==> src/hw/rtl/bm1d_pkg.sv <==
// ----------------------------------------------------------------------------
// bm1d_pkg
// Shared types, constants, command codes and saturating fixed-point helpers
// for the one-dimensional Brent minimizer.
// ----------------------------------------------------------------------------
package bm1d_pkg;

  localparam int unsigned FRACTION_BITS = 48;
  localparam int unsigned CNT_W         = 17;
  localparam int unsigned MAXIT_W       = 16;
  localparam int unsigned TOL_W         = 63;
  localparam int unsigned REL_SHIFT     = 26;
  localparam int unsigned PADDR_W       = 6;

  localparam logic [63:0] GOLD_Q62 = 64'd1761507313396588283;

  typedef logic signed [63:0] word_t;
  typedef logic [CNT_W-1:0]   cnt_t;

  localparam word_t WORD_MAX = 64'sh7FFF_FFFF_FFFF_FFFF;
  localparam word_t WORD_MIN = 64'sh8000_0000_0000_0000;

  // register indexes on the configuration port
  localparam logic [2:0] REG_LOWER    = 3'd0;
  localparam logic [2:0] REG_UPPER    = 3'd1;
  localparam logic [2:0] REG_MAX_ITER = 3'd2;
  localparam logic [2:0] REG_MAXIMIZE = 3'd3;
  localparam logic [2:0] REG_EVAL_UP  = 3'd4;
  localparam logic [2:0] REG_EVAL_LO  = 3'd5;
  localparam logic [2:0] REG_TOL      = 3'd6;

  typedef struct packed {
    word_t              lower;
    word_t              upper;
    logic [MAXIT_W-1:0] max_iter;
    logic               maximize;
    logic               eval_upper;
    logic               eval_lower;
    logic [TOL_W-1:0]   tol;
  } cfg_t;

  typedef struct packed {
    logic conv;
    logic iter_over;
    logic esel;
    logic para;
    logic mul_done;
    logic div_done;
  } stat_t;

  typedef enum logic [5:0] {
    CMD_NONE, CMD_INIT, CMD_MUL_GOLD_TA, CMD_REQ_START, CMD_LOADF, CMD_FIRST,
    CMD_UPD, CMD_FCMP, CMD_A0, CMD_A1, CMD_A2, CMD_ITER,
    CMD_MUL_R, CMD_WR_R, CMD_MUL_Q, CMD_WR_Q, CMD_MUL_T1, CMD_WR_P,
    CMD_MUL_T2, CMD_WR_P2, CMD_PQ, CMD_MUL_QR, CMD_WR_QR, CMD_MUL_QL,
    CMD_WR_QL, CMD_MUL_QU, CMD_WR_QU, CMD_DIV, CMD_WR_D, CMD_CHK,
    CMD_GOLD_E, CMD_MUL_GE, CMD_WR_GD, CMD_REQ_S, CMD_REQ_U, CMD_REQ_L,
    CMD_EMIT_REQ, CMD_EMIT_FIN
  } cmd_e;

  function automatic word_t sadd(word_t a, word_t b);
    word_t r;
    r = a + b;
    if (!a[63] && !b[63] && r[63]) return WORD_MAX;
    if (a[63] && b[63] && !r[63]) return WORD_MIN;
    return r;
  endfunction

  function automatic word_t ssub(word_t a, word_t b);
    word_t r;
    r = a - b;
    if ((a[63] != b[63]) && (r[63] != a[63])) return a[63] ? WORD_MIN : WORD_MAX;
    return r;
  endfunction

  function automatic word_t sneg(word_t a);
    return (a == WORD_MIN) ? WORD_MAX : -a;
  endfunction

  function automatic word_t sabs(word_t a);
    return a[63] ? sneg(a) : a;
  endfunction

  function automatic logic [63:0] mag(word_t a);
    return a[63] ? (64'd0 - 64'(a)) : 64'(a);
  endfunction

  // floor((l + u) / 2) without overflow
  function automatic word_t midpoint(word_t l, word_t u);
    return (l >>> 1) + (u >>> 1) + word_t'({63'd0, l[0] & u[0]});
  endfunction

  // (3 - sqrt 5) / 2 rounded to nearest at fb fraction bits
  function automatic word_t gold_fn(int unsigned fb);
    return word_t'((GOLD_Q62 + (64'd1 << (61 - fb))) >> (62 - fb));
  endfunction

endpackage

==> src/hw/rtl/bm1d_ctrl.sv <==
// ----------------------------------------------------------------------------
// bm1d_ctrl
// Controller: sequences the datapath steps of one transaction, keeps the
// search phase and drives the channel handshakes.
// ----------------------------------------------------------------------------
module bm1d_ctrl (
  input  logic              clk_i,
  input  logic              rst_ni,
  input  logic              in_valid_i,
  input  logic              action_i,
  output logic              in_stall_o,
  output logic              out_valid_o,
  input  logic              out_stall_i,
  input  bm1d_pkg::cfg_t    cfg_i,
  input  bm1d_pkg::stat_t   stat_i,
  output bm1d_pkg::cmd_e    cmd_o
);

  typedef enum logic [4:0] {
    PH_IDLE   = 5'b00001,
    PH_FIRST  = 5'b00010,
    PH_SEARCH = 5'b00100,
    PH_UPPER  = 5'b01000,
    PH_LOWER  = 5'b10000
  } phase_e;

  typedef enum logic [38:0] {
    S_WAIT = 39'd1 << 0,   S_INIT = 39'd1 << 1,   S_SMUL = 39'd1 << 2,
    S_SREQ = 39'd1 << 3,   S_FIRST = 39'd1 << 4,  S_UPD = 39'd1 << 5,
    S_FCMP = 39'd1 << 6,   S_A0 = 39'd1 << 7,     S_A1 = 39'd1 << 8,
    S_A2 = 39'd1 << 9,     S_A3 = 39'd1 << 10,    S_A4 = 39'd1 << 11,
    S_MR = 39'd1 << 12,    S_WR = 39'd1 << 13,    S_MQ = 39'd1 << 14,
    S_WQ = 39'd1 << 15,    S_MT1 = 39'd1 << 16,   S_WP = 39'd1 << 17,
    S_MT2 = 39'd1 << 18,   S_WP2 = 39'd1 << 19,   S_PQ = 39'd1 << 20,
    S_MQR = 39'd1 << 21,   S_WQR = 39'd1 << 22,   S_MQL = 39'd1 << 23,
    S_WQL = 39'd1 << 24,   S_MQU = 39'd1 << 25,   S_WQU = 39'd1 << 26,
    S_SEL = 39'd1 << 27,   S_DIV = 39'd1 << 28,   S_WD = 39'd1 << 29,
    S_CHK = 39'd1 << 30,   S_GE = 39'd1 << 31,    S_MGE = 39'd1 << 32,
    S_WGD = 39'd1 << 33,   S_REQS = 39'd1 << 34,  S_REQU = 39'd1 << 35,
    S_REQL = 39'd1 << 36,  S_EREQ = 39'd1 << 37,  S_EFIN = 39'd1 << 38
  } state_e;

  state_e         state_q, state_d, end_st, au_st;
  phase_e         phase_q, phase_d;
  logic           out_valid_q, out_valid_d;
  logic           can_emit;
  bm1d_pkg::cmd_e cmd;

  always_comb begin
    state_d     = state_q;
    phase_d     = phase_q;
    cmd         = bm1d_pkg::CMD_NONE;
    out_valid_d = out_valid_q && out_stall_i;
    can_emit    = !out_valid_q || !out_stall_i;
    // where the search loop and the upper bound check continue
    end_st = cfg_i.eval_upper ? S_REQU : (cfg_i.eval_lower ? S_REQL : S_EFIN);
    au_st  = cfg_i.eval_lower ? S_REQL : S_EFIN;
    unique case (state_q)
      S_WAIT: begin
        if (in_valid_i) begin
          if (!action_i) state_d = S_INIT;
          else if (phase_q != PH_IDLE) begin
            cmd = bm1d_pkg::CMD_LOADF;
            unique case (phase_q)
              PH_FIRST:  state_d = S_FIRST;
              PH_SEARCH: state_d = S_UPD;
              default:   state_d = S_FCMP;
            endcase
          end
        end
      end
      S_INIT: begin
        cmd = bm1d_pkg::CMD_INIT; phase_d = PH_FIRST; state_d = S_SMUL;
      end
      S_SMUL: begin cmd = bm1d_pkg::CMD_MUL_GOLD_TA; state_d = S_SREQ; end
      S_SREQ: if (stat_i.mul_done) begin
        cmd = bm1d_pkg::CMD_REQ_START; state_d = S_EREQ;
      end
      S_FIRST: begin cmd = bm1d_pkg::CMD_FIRST; state_d = S_A0; end
      S_UPD:   begin cmd = bm1d_pkg::CMD_UPD; state_d = S_A0; end
      S_FCMP: begin
        cmd = bm1d_pkg::CMD_FCMP;
        state_d = (phase_q == PH_UPPER) ? au_st : S_EFIN;
      end
      S_A0: begin cmd = bm1d_pkg::CMD_A0; state_d = S_A1; end
      S_A1: begin cmd = bm1d_pkg::CMD_A1; state_d = S_A2; end
      S_A2: begin cmd = bm1d_pkg::CMD_A2; state_d = S_A3; end
      S_A3: begin
        if (stat_i.conv) state_d = end_st;
        else begin cmd = bm1d_pkg::CMD_ITER; state_d = S_A4; end
      end
      S_A4: begin
        if (stat_i.iter_over) state_d = end_st;
        else state_d = stat_i.esel ? S_MR : S_GE;
      end
      S_MR:  begin cmd = bm1d_pkg::CMD_MUL_R; state_d = S_WR; end
      S_WR:  if (stat_i.mul_done) begin cmd = bm1d_pkg::CMD_WR_R; state_d = S_MQ; end
      S_MQ:  begin cmd = bm1d_pkg::CMD_MUL_Q; state_d = S_WQ; end
      S_WQ:  if (stat_i.mul_done) begin cmd = bm1d_pkg::CMD_WR_Q; state_d = S_MT1; end
      S_MT1: begin cmd = bm1d_pkg::CMD_MUL_T1; state_d = S_WP; end
      S_WP:  if (stat_i.mul_done) begin cmd = bm1d_pkg::CMD_WR_P; state_d = S_MT2; end
      S_MT2: begin cmd = bm1d_pkg::CMD_MUL_T2; state_d = S_WP2; end
      S_WP2: if (stat_i.mul_done) begin cmd = bm1d_pkg::CMD_WR_P2; state_d = S_PQ; end
      S_PQ:  begin cmd = bm1d_pkg::CMD_PQ; state_d = S_MQR; end
      S_MQR: begin cmd = bm1d_pkg::CMD_MUL_QR; state_d = S_WQR; end
      S_WQR: if (stat_i.mul_done) begin cmd = bm1d_pkg::CMD_WR_QR; state_d = S_MQL; end
      S_MQL: begin cmd = bm1d_pkg::CMD_MUL_QL; state_d = S_WQL; end
      S_WQL: if (stat_i.mul_done) begin cmd = bm1d_pkg::CMD_WR_QL; state_d = S_MQU; end
      S_MQU: begin cmd = bm1d_pkg::CMD_MUL_QU; state_d = S_WQU; end
      S_WQU: if (stat_i.mul_done) begin cmd = bm1d_pkg::CMD_WR_QU; state_d = S_SEL; end
      S_SEL: state_d = stat_i.para ? S_DIV : S_GE;
      S_DIV: begin cmd = bm1d_pkg::CMD_DIV; state_d = S_WD; end
      S_WD:  if (stat_i.div_done) begin cmd = bm1d_pkg::CMD_WR_D; state_d = S_CHK; end
      S_CHK: begin cmd = bm1d_pkg::CMD_CHK; state_d = S_REQS; end
      S_GE:  begin cmd = bm1d_pkg::CMD_GOLD_E; state_d = S_MGE; end
      S_MGE: begin cmd = bm1d_pkg::CMD_MUL_GE; state_d = S_WGD; end
      S_WGD: if (stat_i.mul_done) begin cmd = bm1d_pkg::CMD_WR_GD; state_d = S_REQS; end
      S_REQS: begin
        cmd = bm1d_pkg::CMD_REQ_S; phase_d = PH_SEARCH; state_d = S_EREQ;
      end
      S_REQU: begin
        cmd = bm1d_pkg::CMD_REQ_U; phase_d = PH_UPPER; state_d = S_EREQ;
      end
      S_REQL: begin
        cmd = bm1d_pkg::CMD_REQ_L; phase_d = PH_LOWER; state_d = S_EREQ;
      end
      S_EREQ: if (can_emit) begin
        cmd = bm1d_pkg::CMD_EMIT_REQ; out_valid_d = 1'b1; state_d = S_WAIT;
      end
      S_EFIN: if (can_emit) begin
        cmd = bm1d_pkg::CMD_EMIT_FIN; out_valid_d = 1'b1;
        phase_d = PH_IDLE; state_d = S_WAIT;
      end
      default: state_d = S_WAIT;
    endcase
  end

  always_ff @(posedge clk_i or negedge rst_ni) begin
    if (!rst_ni) begin
      state_q     <= S_WAIT;
      phase_q     <= PH_IDLE;
      out_valid_q <= 1'b0;
    end else begin
      state_q     <= state_d;
      phase_q     <= phase_d;
      out_valid_q <= out_valid_d;
    end
  end

  assign in_stall_o  = (state_q != S_WAIT);
  assign out_valid_o = out_valid_q;
  assign cmd_o       = cmd;

endmodule

==> config.mk <==
export PLATFORM = sky130hd
export DESIGN_NAME = bm1d_ctrl
export DESIGN_NICKNAME = d
export VERILOG_FILES = /design/src/hw/rtl/bm1d_pkg.sv /design/src/hw/rtl/bm1d_ctrl.sv
export SDC_FILE = /design/constraint.sdc
export NUM_CORES = 1
export LEC_CHECK = 0
export BUFFER_PORTS_ARGS = -buffer_cell sky130_fd_sc_hd__buf_2
export CAP_MARGIN = 20
export CORE_MARGIN = 1.5
export CORE_UTILIZATION = 36
export DETAILED_ROUTE_END_ITERATION = 10
export PLACE_DENSITY = 0.78
export RECOVER_POWER = 25
export SYNTH_ARGS = -nofsm -noshare
export SYNTH_HDL_FRONTEND = slang
export SYNTH_SLANG_ARGS = --single-unit
==> constraint.sdc <==
create_clock -name clk_i -period 2.93 [get_ports clk_i]
set_input_delay 0.4395 -clock clk_i [delete_from_list [all_inputs] [get_ports clk_i]]
set_output_delay 0.4395 -clock clk_i [all_outputs]
set_load 0.03 [all_outputs]
==> results of run 1 <==
==> critical path, cell delays in order, from the launching register on <==
cell and delay (ns):
dfrtp_1 0.42, nor4_4 0.40, nand4_2 0.26, buf_6 0.20
or2_4 0.28, nor4_1 0.31, and3b_1 0.33, a311oi_1 0.11
nand4b_1 0.18, buf_6 0.15
==> cell type report <==
type,count,area (um^2),share of cell area
Sequential cell,45,1130,0.260
Tap cell,102,128,0.0293
Clock buffer,8,80.1,0.0184
Timing Repair Buffer,145,1110,0.256
Multi-Input combinational cell,247,1870,0.429
Inverter,9,33.8,0.00776
==> flip-flops by register name, indices dropped and copies added, names as in the netlist <==
register	flops
out_valid_o	1
phase_q	5
state_q	39
==> repair_timing <==
action | CTS | global route
endpoints found under the setup margin | 6 | 7
resized for setup | 49 | 8
pin swaps | 16 | 8
setup buffers | 16 | 6
==> through the flow <==
stage                     hold slack, ns  power [mW]   util  TNS [ns]  cell area, um^2
after detailed placement           0.520        2.03  0.497    -0.523             3820
after global placement             0.508        2.00  0.497    -0.461             3820
after global routing               0.325        2.87  0.566     -2.14             4350
final                              0.338        2.73  0.566     -1.75             4350
after floorplan                    0.144        1.44      -  -0.00968             2870
after CTS                          0.331        2.63  0.553     -1.22             4250
==> logic make-up after synthesis <==
logic type | share of synthesized area
compound gates | 0.128
xor+xnor | 0.0276
buf+inv | 0.0271
flops | 0.395
mux | 0.00350
simple gates | 0.419
==> power groups by stage <==
| stage | clock, mW | combinational, mW | sequential (mW) |
|---|---|---|---|
| final | 0.368 | 1.62 | 0.743 |
| after global routing | 0.403 | 1.72 | 0.749 |
| after CTS | 0.378 | 1.50 | 0.744 |
| after detailed placement | 0 | 1.27 | 0.754 |
| after global placement | 0 | 1.25 | 0.748 |
| after floorplan | 0 | 0.687 | 0.754 |
==> layer usage <==
metal	GRT usage	up-vias
met4	0.129	0
met1	0.299	1563
met2	0.386	181
met5	0	-
li1	-	1491
met3	0.0274	42
==> cell usage in the layout, fill, tap and decap left out, drive strengths merged, types with 3 or more instances in the layout <==
| cell type | n |
|---|---|
| o21ai | 7 |
| clkbuf | 9 |
| nand2b | 6 |
| nor2 | 37 |
| nand4 | 9 |
| a21o | 12 |
| nor4b | 9 |
| xnor2 | 6 |
| nand3b | 4 |
| nand3 | 4 |
| a21oi | 3 |
| or4 | 11 |
| xor2 | 3 |
| buf | 144 |
| inv | 9 |
| nand4b | 8 |
| or3 | 5 |
| nor3b | 4 |
| dfrtp | 43 |
| or4b | 6 |
| nor3 | 19 |
| a32oi | 3 |
| nor4 | 26 |
| and3 | 5 |
| nand2 | 22 |
| or2 | 3 |
==> worst min-delay path by stage <==
stage	startpoint	endpoint	depth (start not counted)
2_1_floorplan	rst_ni	out_valid_o$_DFF_PN0_	0
3_3_place_gp	phase_q[4]$_DFFE_PN0P_	phase_q[4]$_DFFE_PN0P_	1
3_5_place_dp	phase_q[4]$_DFFE_PN0P_	phase_q[4]$_DFFE_PN0P_	1
4_1_cts	stat_i[3]	state_q[31]$_DFFE_PN0P_	2
5_1_grt	stat_i[3]	state_q[31]$_DFFE_PN0P_	2
6_report	action_i	state_q[1]$_DFFE_PN0P_	2
==> key figures, run 1 <==
Synthesis
  • Cell variety after synth: 62
  • Mapped Cells: 310
  • Async SR Flop Fraction: 1.00
  • Synthesized area: 2860 um^2
  • Syn Area/Cell: 9.22 um^2
  • Sequential share of the synthesized area: 0.395
  • Warnings, synthesis: 0
  • Main synth FF type: dfrtp_1
  • Flops & latches, synth: 45
  • Synth area leader: dfrtp_1
  • Most frequent cells after synthesis: dfrtp_1 (43), nor2_1 (37), nand2_1 (22)
  • Synth top area share: 0.377
  • Mapped Nets: 531
  • Cell with the most instances after synthesis: dfrtp_1
  • Post-synth EDFFs: 0
  • Cells taking the most area after synthesis: dfrtp_1 (38%), nor2_1 (4.9%), nor4_1 (4.2%)

Floorplanning
  • Chip height: 92.1 um
  • Core footprint: 7690 um^2
  • Die W: 92.1 um
  • Full die area: 8480 um^2
  • Initial Util: 0.372
  • I/O Pins: 229
  • Num rows: 32

Routing
  • Drt initial violations: 236
  • First-pass iteration count of the detailed router: 5
  • WL met3: 725 um
  • WL/cell: 17.7 um
  • Post-route ant nets: 0
  • Vias: 3277
  • Routed WL: 9.83 mm
  • Routed vias/inst: 5.89
  • Top Metal Used: met4
  • Routed length on met2: 4.66 mm
  • M1 WL: 3.98 mm
  • Post-route DRC: 0

Clock tree
  • Clk_lat worst skew: 0.30 ns
  • CTS tree: done
  • H-Tree Depth: 2
  • Clock root cell: clkbuf_8
  • Cts bufs inserted: 5
  • Post-cts hold buffer count: 0
  • Clk sinks: 45
  • Worst-path clk slew: 0.08 ns
  • CTS max path bufs: 2

Critical path
  • Crit-path max FO: 6
  • Worst EP required: 2.49 ns
  • R2R depth: 8
  • Crit path kind: reg -> out
  • Flop-to-flop setup slack: 0.09 ns
  • CP Capture Type: primary output
  • Crit path to: cmd_o[1]
  • Worst R2R Start: state_q[25]$_DFFE_PN0P_
  • CP Launch Type: flip-flop
  • Reg2Reg Capture Point: state_q[37]$_DFFE_PN0P_
  • Critical path arrival: 2.95 ns
  • Worst setup startpoint: state_q[25]$_DFFE_PN0P_

GRT
  • Vias in the first global route: 3168
  • Initial antenna violation count: 0
  • Tot GR Track Use: 0.235
  • Largest net degree at the start of global routing: 46
  • GR Overflow Total: 0
  • First-pass GRT wire length: 15.6 mm

Cells and area
  • Ant diodes: 0
  • Layout cell share with drive strength beyond 1: 0.443
  • Layout Cells excl Fill: 556
  • Area Overhead vs Synth: 52.4%
  • # fillers: 626
  • Nets: 674

Worst hold path
  • HP Class: in -> reg

STA
  • Final setup violating endpoints: 6
  • Tcrit/Tclk final: 1.16
  • RSZ-0062 raised after global routing: true
  • Max-slew violations: 0
  • FMAX: 295 MHz
  • Slew headroom: 0.117
  • Clock Skew: 0.00454 ns
  • Worst setup margin: -0.464 ns
  • Worst-Margin Slew: 1.33 ns
  • Final min period: 3.39 ns
  • Final Hold Viols: 0

Power and ir drop
  • Max VDD drop: 0.317 mV
  • Int Power: 1.63 mW
  • Lkg Pwr: 2.18 nW
  • Sw frac: 0.404
  • Clock power share: 0.135
  • Pwr dens: 627 nW/um^2
  • Combinational power share: 0.593
  • Flop pwr share: 0.272
  • Net Sw Power: 1.10 mW

Placement
  • Port bufs: 20
  • DP Wirelength: 7.10 mm
  • Worst slack, placed: -0.194 ns
  • GPL Wtd Cong: 1.05
  • Placed insts: 525

Status
  • Failing checks: negative setup slack
  • Status: complete, but fails checks

Run
  • # Max-Cap Violations: 0
No activity file was read; power rests on OpenSTA's default activity.
==> inputs of run 2 (changes only) <==
--- a/config.mk
+++ b/config.mk
@@ -10,8 +10,10 @@
 export CORE_MARGIN = 1.5
 export CORE_UTILIZATION = 36
 export DETAILED_ROUTE_END_ITERATION = 10
+export GPL_ROUTABILITY_DRIVEN = 0
 export PLACE_DENSITY = 0.78
 export RECOVER_POWER = 25
+export REMOVE_ABC_BUFFERS = 1
 export SYNTH_ARGS = -nofsm -noshare
 export SYNTH_HDL_FRONTEND = slang
 export SYNTH_SLANG_ARGS = --single-unit
==> run 2 against run 1 <==
- the run ends with design-rule violations, negative setup slack left
- die area did not move
- total power rose by 6.3%
- sequential power barely moved
- worst setup slack got worse by 0.18 ns
- sequential share of layout area fell by 0.30 points
- non-clock buffer count rose by 3
- clock power rose by 9.5%
- final area rose by 1.3%
- routed wire length rose by 25%
- critical path depth rose by 2
- cell count rose by 0.36%
- hold slack got worse by 0.013 ns
==> key figures, run 2 (synthesis gave the netlist of run 1 again) <==
Status
  • Status: complete, but fails checks (unchanged)
  • Failing checks: design-rule violations, negative setup slack (was negative setup slack)

GRT
  • Vias in the first global route: 3368 (was 3168)
  • First-pass GRT wire length: 16.5 mm (was 15.6 mm)
  • Tot GR Track Use: 0.247 (was 0.235)
  • Largest net degree at the start of global routing: 46 (unchanged)
  • GR Overflow Total: 0 (unchanged)
  • Initial antenna violation count: 0 (unchanged)

Clock tree
  • CTS tree: done (unchanged)
  • Cts bufs inserted: 5 (unchanged)
  • Clk sinks: 45 (unchanged)
  • H-Tree Depth: 2 (unchanged)
  • CTS max path bufs: 2 (unchanged)
  • Clock root cell: clkbuf_8 (unchanged)
  • Clk_lat worst skew: 0.32 ns (was 0.30 ns)
  • Worst-path clk slew: 0.10 ns (was 0.08 ns)

STA
  • Worst-Margin Slew: 1.02 ns (was 1.33 ns)
  • Worst setup margin: -0.648 ns (was -0.464 ns)
  • RSZ-0062 raised after global routing: true (unchanged)
  • Setup tns final: -6.08 ns (was -1.75 ns)
  • Slew headroom: 0.322 (was 0.117)
  • Tcrit/Tclk final: 1.22 (was 1.16)
  • Final setup violating endpoints: 21 (was 6)
  • FMAX: 280 MHz (was 295 MHz)
  • Max-slew violations: 0 (unchanged)
  • Clock Skew: 0.0237 ns (was 0.00454 ns)
  • Final Hold Viols: 0 (unchanged)
  • Final min period: 3.58 ns (was 3.39 ns)
  • Hold slack: 0.325 ns (was 0.338 ns)

Floorplanning
  • Core footprint: 7690 um^2 (unchanged)
  • Initial Util: 0.372 (unchanged)
  • Die W: 92.1 um (unchanged)
  • I/O Pins: 229 (unchanged)
  • Num rows: 32 (unchanged)
  • Chip height: 92.1 um (unchanged)
  • Full die area: 8480 um^2 (unchanged)

Power and ir drop
  • Pwr dens: 658 nW/um^2 (was 627 nW/um^2)
  • Net Sw Power: 1.21 mW (was 1.10 mW)
  • Total power: 2.90 mW (was 2.73 mW)
  • Combinational power share: 0.605 (was 0.593)
  • Int Power: 1.69 mW (was 1.63 mW)
  • Max VDD drop: 0.402 mV (was 0.317 mV)
  • Flop pwr share: 0.256 (was 0.272)
  • Sw frac: 0.416 (was 0.404)
  • Lkg Pwr: 2.22 nW (was 2.18 nW)
  • Clock power share: 0.139 (was 0.135)

Critical path
  • CP Launch Type: flip-flop (unchanged)
  • Crit-path max FO: 5 (was 6)
  • Crit path kind: reg -> out (unchanged)
  • Critical path arrival: 3.14 ns (was 2.95 ns)
  • CP peak stage delay: 0.45 ns (was 0.42 ns)
  • Worst EP required: 2.49 ns (about the same)
  • CP Capture Type: primary output (unchanged)
  • Critical-path cell list: buf_6 > nor4_4 > buf_4 > nand2_1 > nor4_1 > buf_4 > a32oi_2 > o21ai_1 > a211o_1 > nand4b_1 > buf_6 (was nor4_4 > nand4_2 > buf_6 > or2_4 > nor4_1 > and3b_1 > a311oi_1 > nand4b_1 > buf_6)
  • Max stage delay cell, worst path: nor4_4 (was dfrtp_1)

Cells and area
  • End-of-flow core utilization: 0.574 (was 0.566)
  • Commonest non-fill, non-tap cell in the layout: buf_4 (unchanged)
  • Layout Cells excl Fill: 558 (was 556)
  • Max FFs per register: 39 (unchanged)
  • Area Overhead vs Synth: 54.3% (was 52.4%)
  • Nets: 677 (was 674)
  • Ant diodes: 0 (unchanged)
  • Most frequent cells in the layout: buf_4 (118), dfrtp_1 (40), nor2_1 (34), nand2_1 (19), nor3_1 (18) (was buf_4 (119), dfrtp_1 (41), nor2_1 (35), nand2_1 (20), nor3_1 (17))
  • Cell area after layout: 4410 um^2 (was 4350 um^2)
  • Reg with most FFs: state_q (unchanged)
  • Layout cell share with drive strength beyond 1: 0.454 (was 0.443)

Placement
  • DP Wirelength: 6.91 mm (was 7.10 mm)
  • Port bufs: 20 (unchanged)
  • Worst slack, placed: -0.223 ns (was -0.194 ns)
  • Placed inst area: 3810 um^2 (was 3820 um^2)
  • Placed insts: 526 (was 525)

Routing
  • First-pass iteration count of the detailed router: 11 (was 5)
  • Post-route ant nets: 0 (unchanged)
  • Vias: 3649 (was 3277)
  • Drt initial violations: 606 (was 236)
  • Post-route DRC: 73 (was 0)
  • Routed vias/inst: 6.54 (was 5.89)
  • WL/cell: 21.9 um (was 17.7 um)
  • Routed WL: 12.2 mm (was 9.83 mm)

Worst hold path
  • HP Class: in -> reg (unchanged)

Run
  • # Max-Cap Violations: 0 (unchanged)
-- run 2: cell count changes in the layout (fill, tap and decap cells not counted), moves of 3 or more --
cell,before,now
nor4_2,8,2
nor4_4,8,11
nor4_1,10,13
buf_6,11,14
-- run 2: critical path, delay by kind of cell (launching register included) --
kind,cells,cell delay (ns)
AND/OR/NAND/NOR,4,1.14
flip-flops,1,0.44
AO/OA/AOI/OAI,3,0.52
buffers and inverters,4,0.70
-- run 2: worst paths after layout --
check / end / startpoint / slack [ns] / cells after the start
min in group asynchronous: state_q[20]$_DFFE_PN0P_ / rst_ni / 0.53 / 2
worst min register to register: phase_q[4]$_DFFE_PN0P_ / phase_q[4]$_DFFE_PN0P_ / 0.54 / 1
worst max register to register: state_q[37]$_DFFE_PN0P_ / state_q[2]$_DFFE_PN0P_ / -0.29 / 10
worst max-delay path: cmd_o[1] / state_q[27]$_DFFE_PN0P_ / -0.65 / 11
max in group asynchronous: state_q[26]$_DFFE_PN0P_ / rst_ni / 1.03 / 3
worst min-delay path: state_q[31]$_DFFE_PN0P_ / stat_i[3] / 0.32 / 2
-- run 2: power groups by stage --
stage	Combinational, mW	Sequential, mW	Clock (mW)
after floorplan	0.640	0.759	0
final	1.76	0.743	0.403
after detailed placement	1.28	0.746	0
after CTS	1.49	0.740	0.389
after global routing	1.82	0.749	0.425
after global placement	1.25	0.743	0
-- run 2: final cells by class --
type	count	area, um^2
well taps	102	128
flip-flops and latches	45	1130
fillers	602	3280
repair buffers	148	1130
clock buffers	7	86.3
multi-input cells	247	1900
inverters	9	33.8
-- run 2: timing repair --
action | 4_1_cts | 5_1_grt
hold buffers | 0 | 1
endpoints found under the setup margin | 7 | 21
hold endpoints to repair | 0 | 4
buffers inserted | 15 | 12
pin swaps | 21 | 22
gates resized for setup | 52 | 23
-- run 2: metal layers --
metal  track usage  part of all wire  vias up
met5             0                 0        -
met4         0.158              0.10        0
met3        0.0398              0.12      154
met2         0.401              0.45      325
met1         0.304              0.33     1672
li1              -                 -     1498
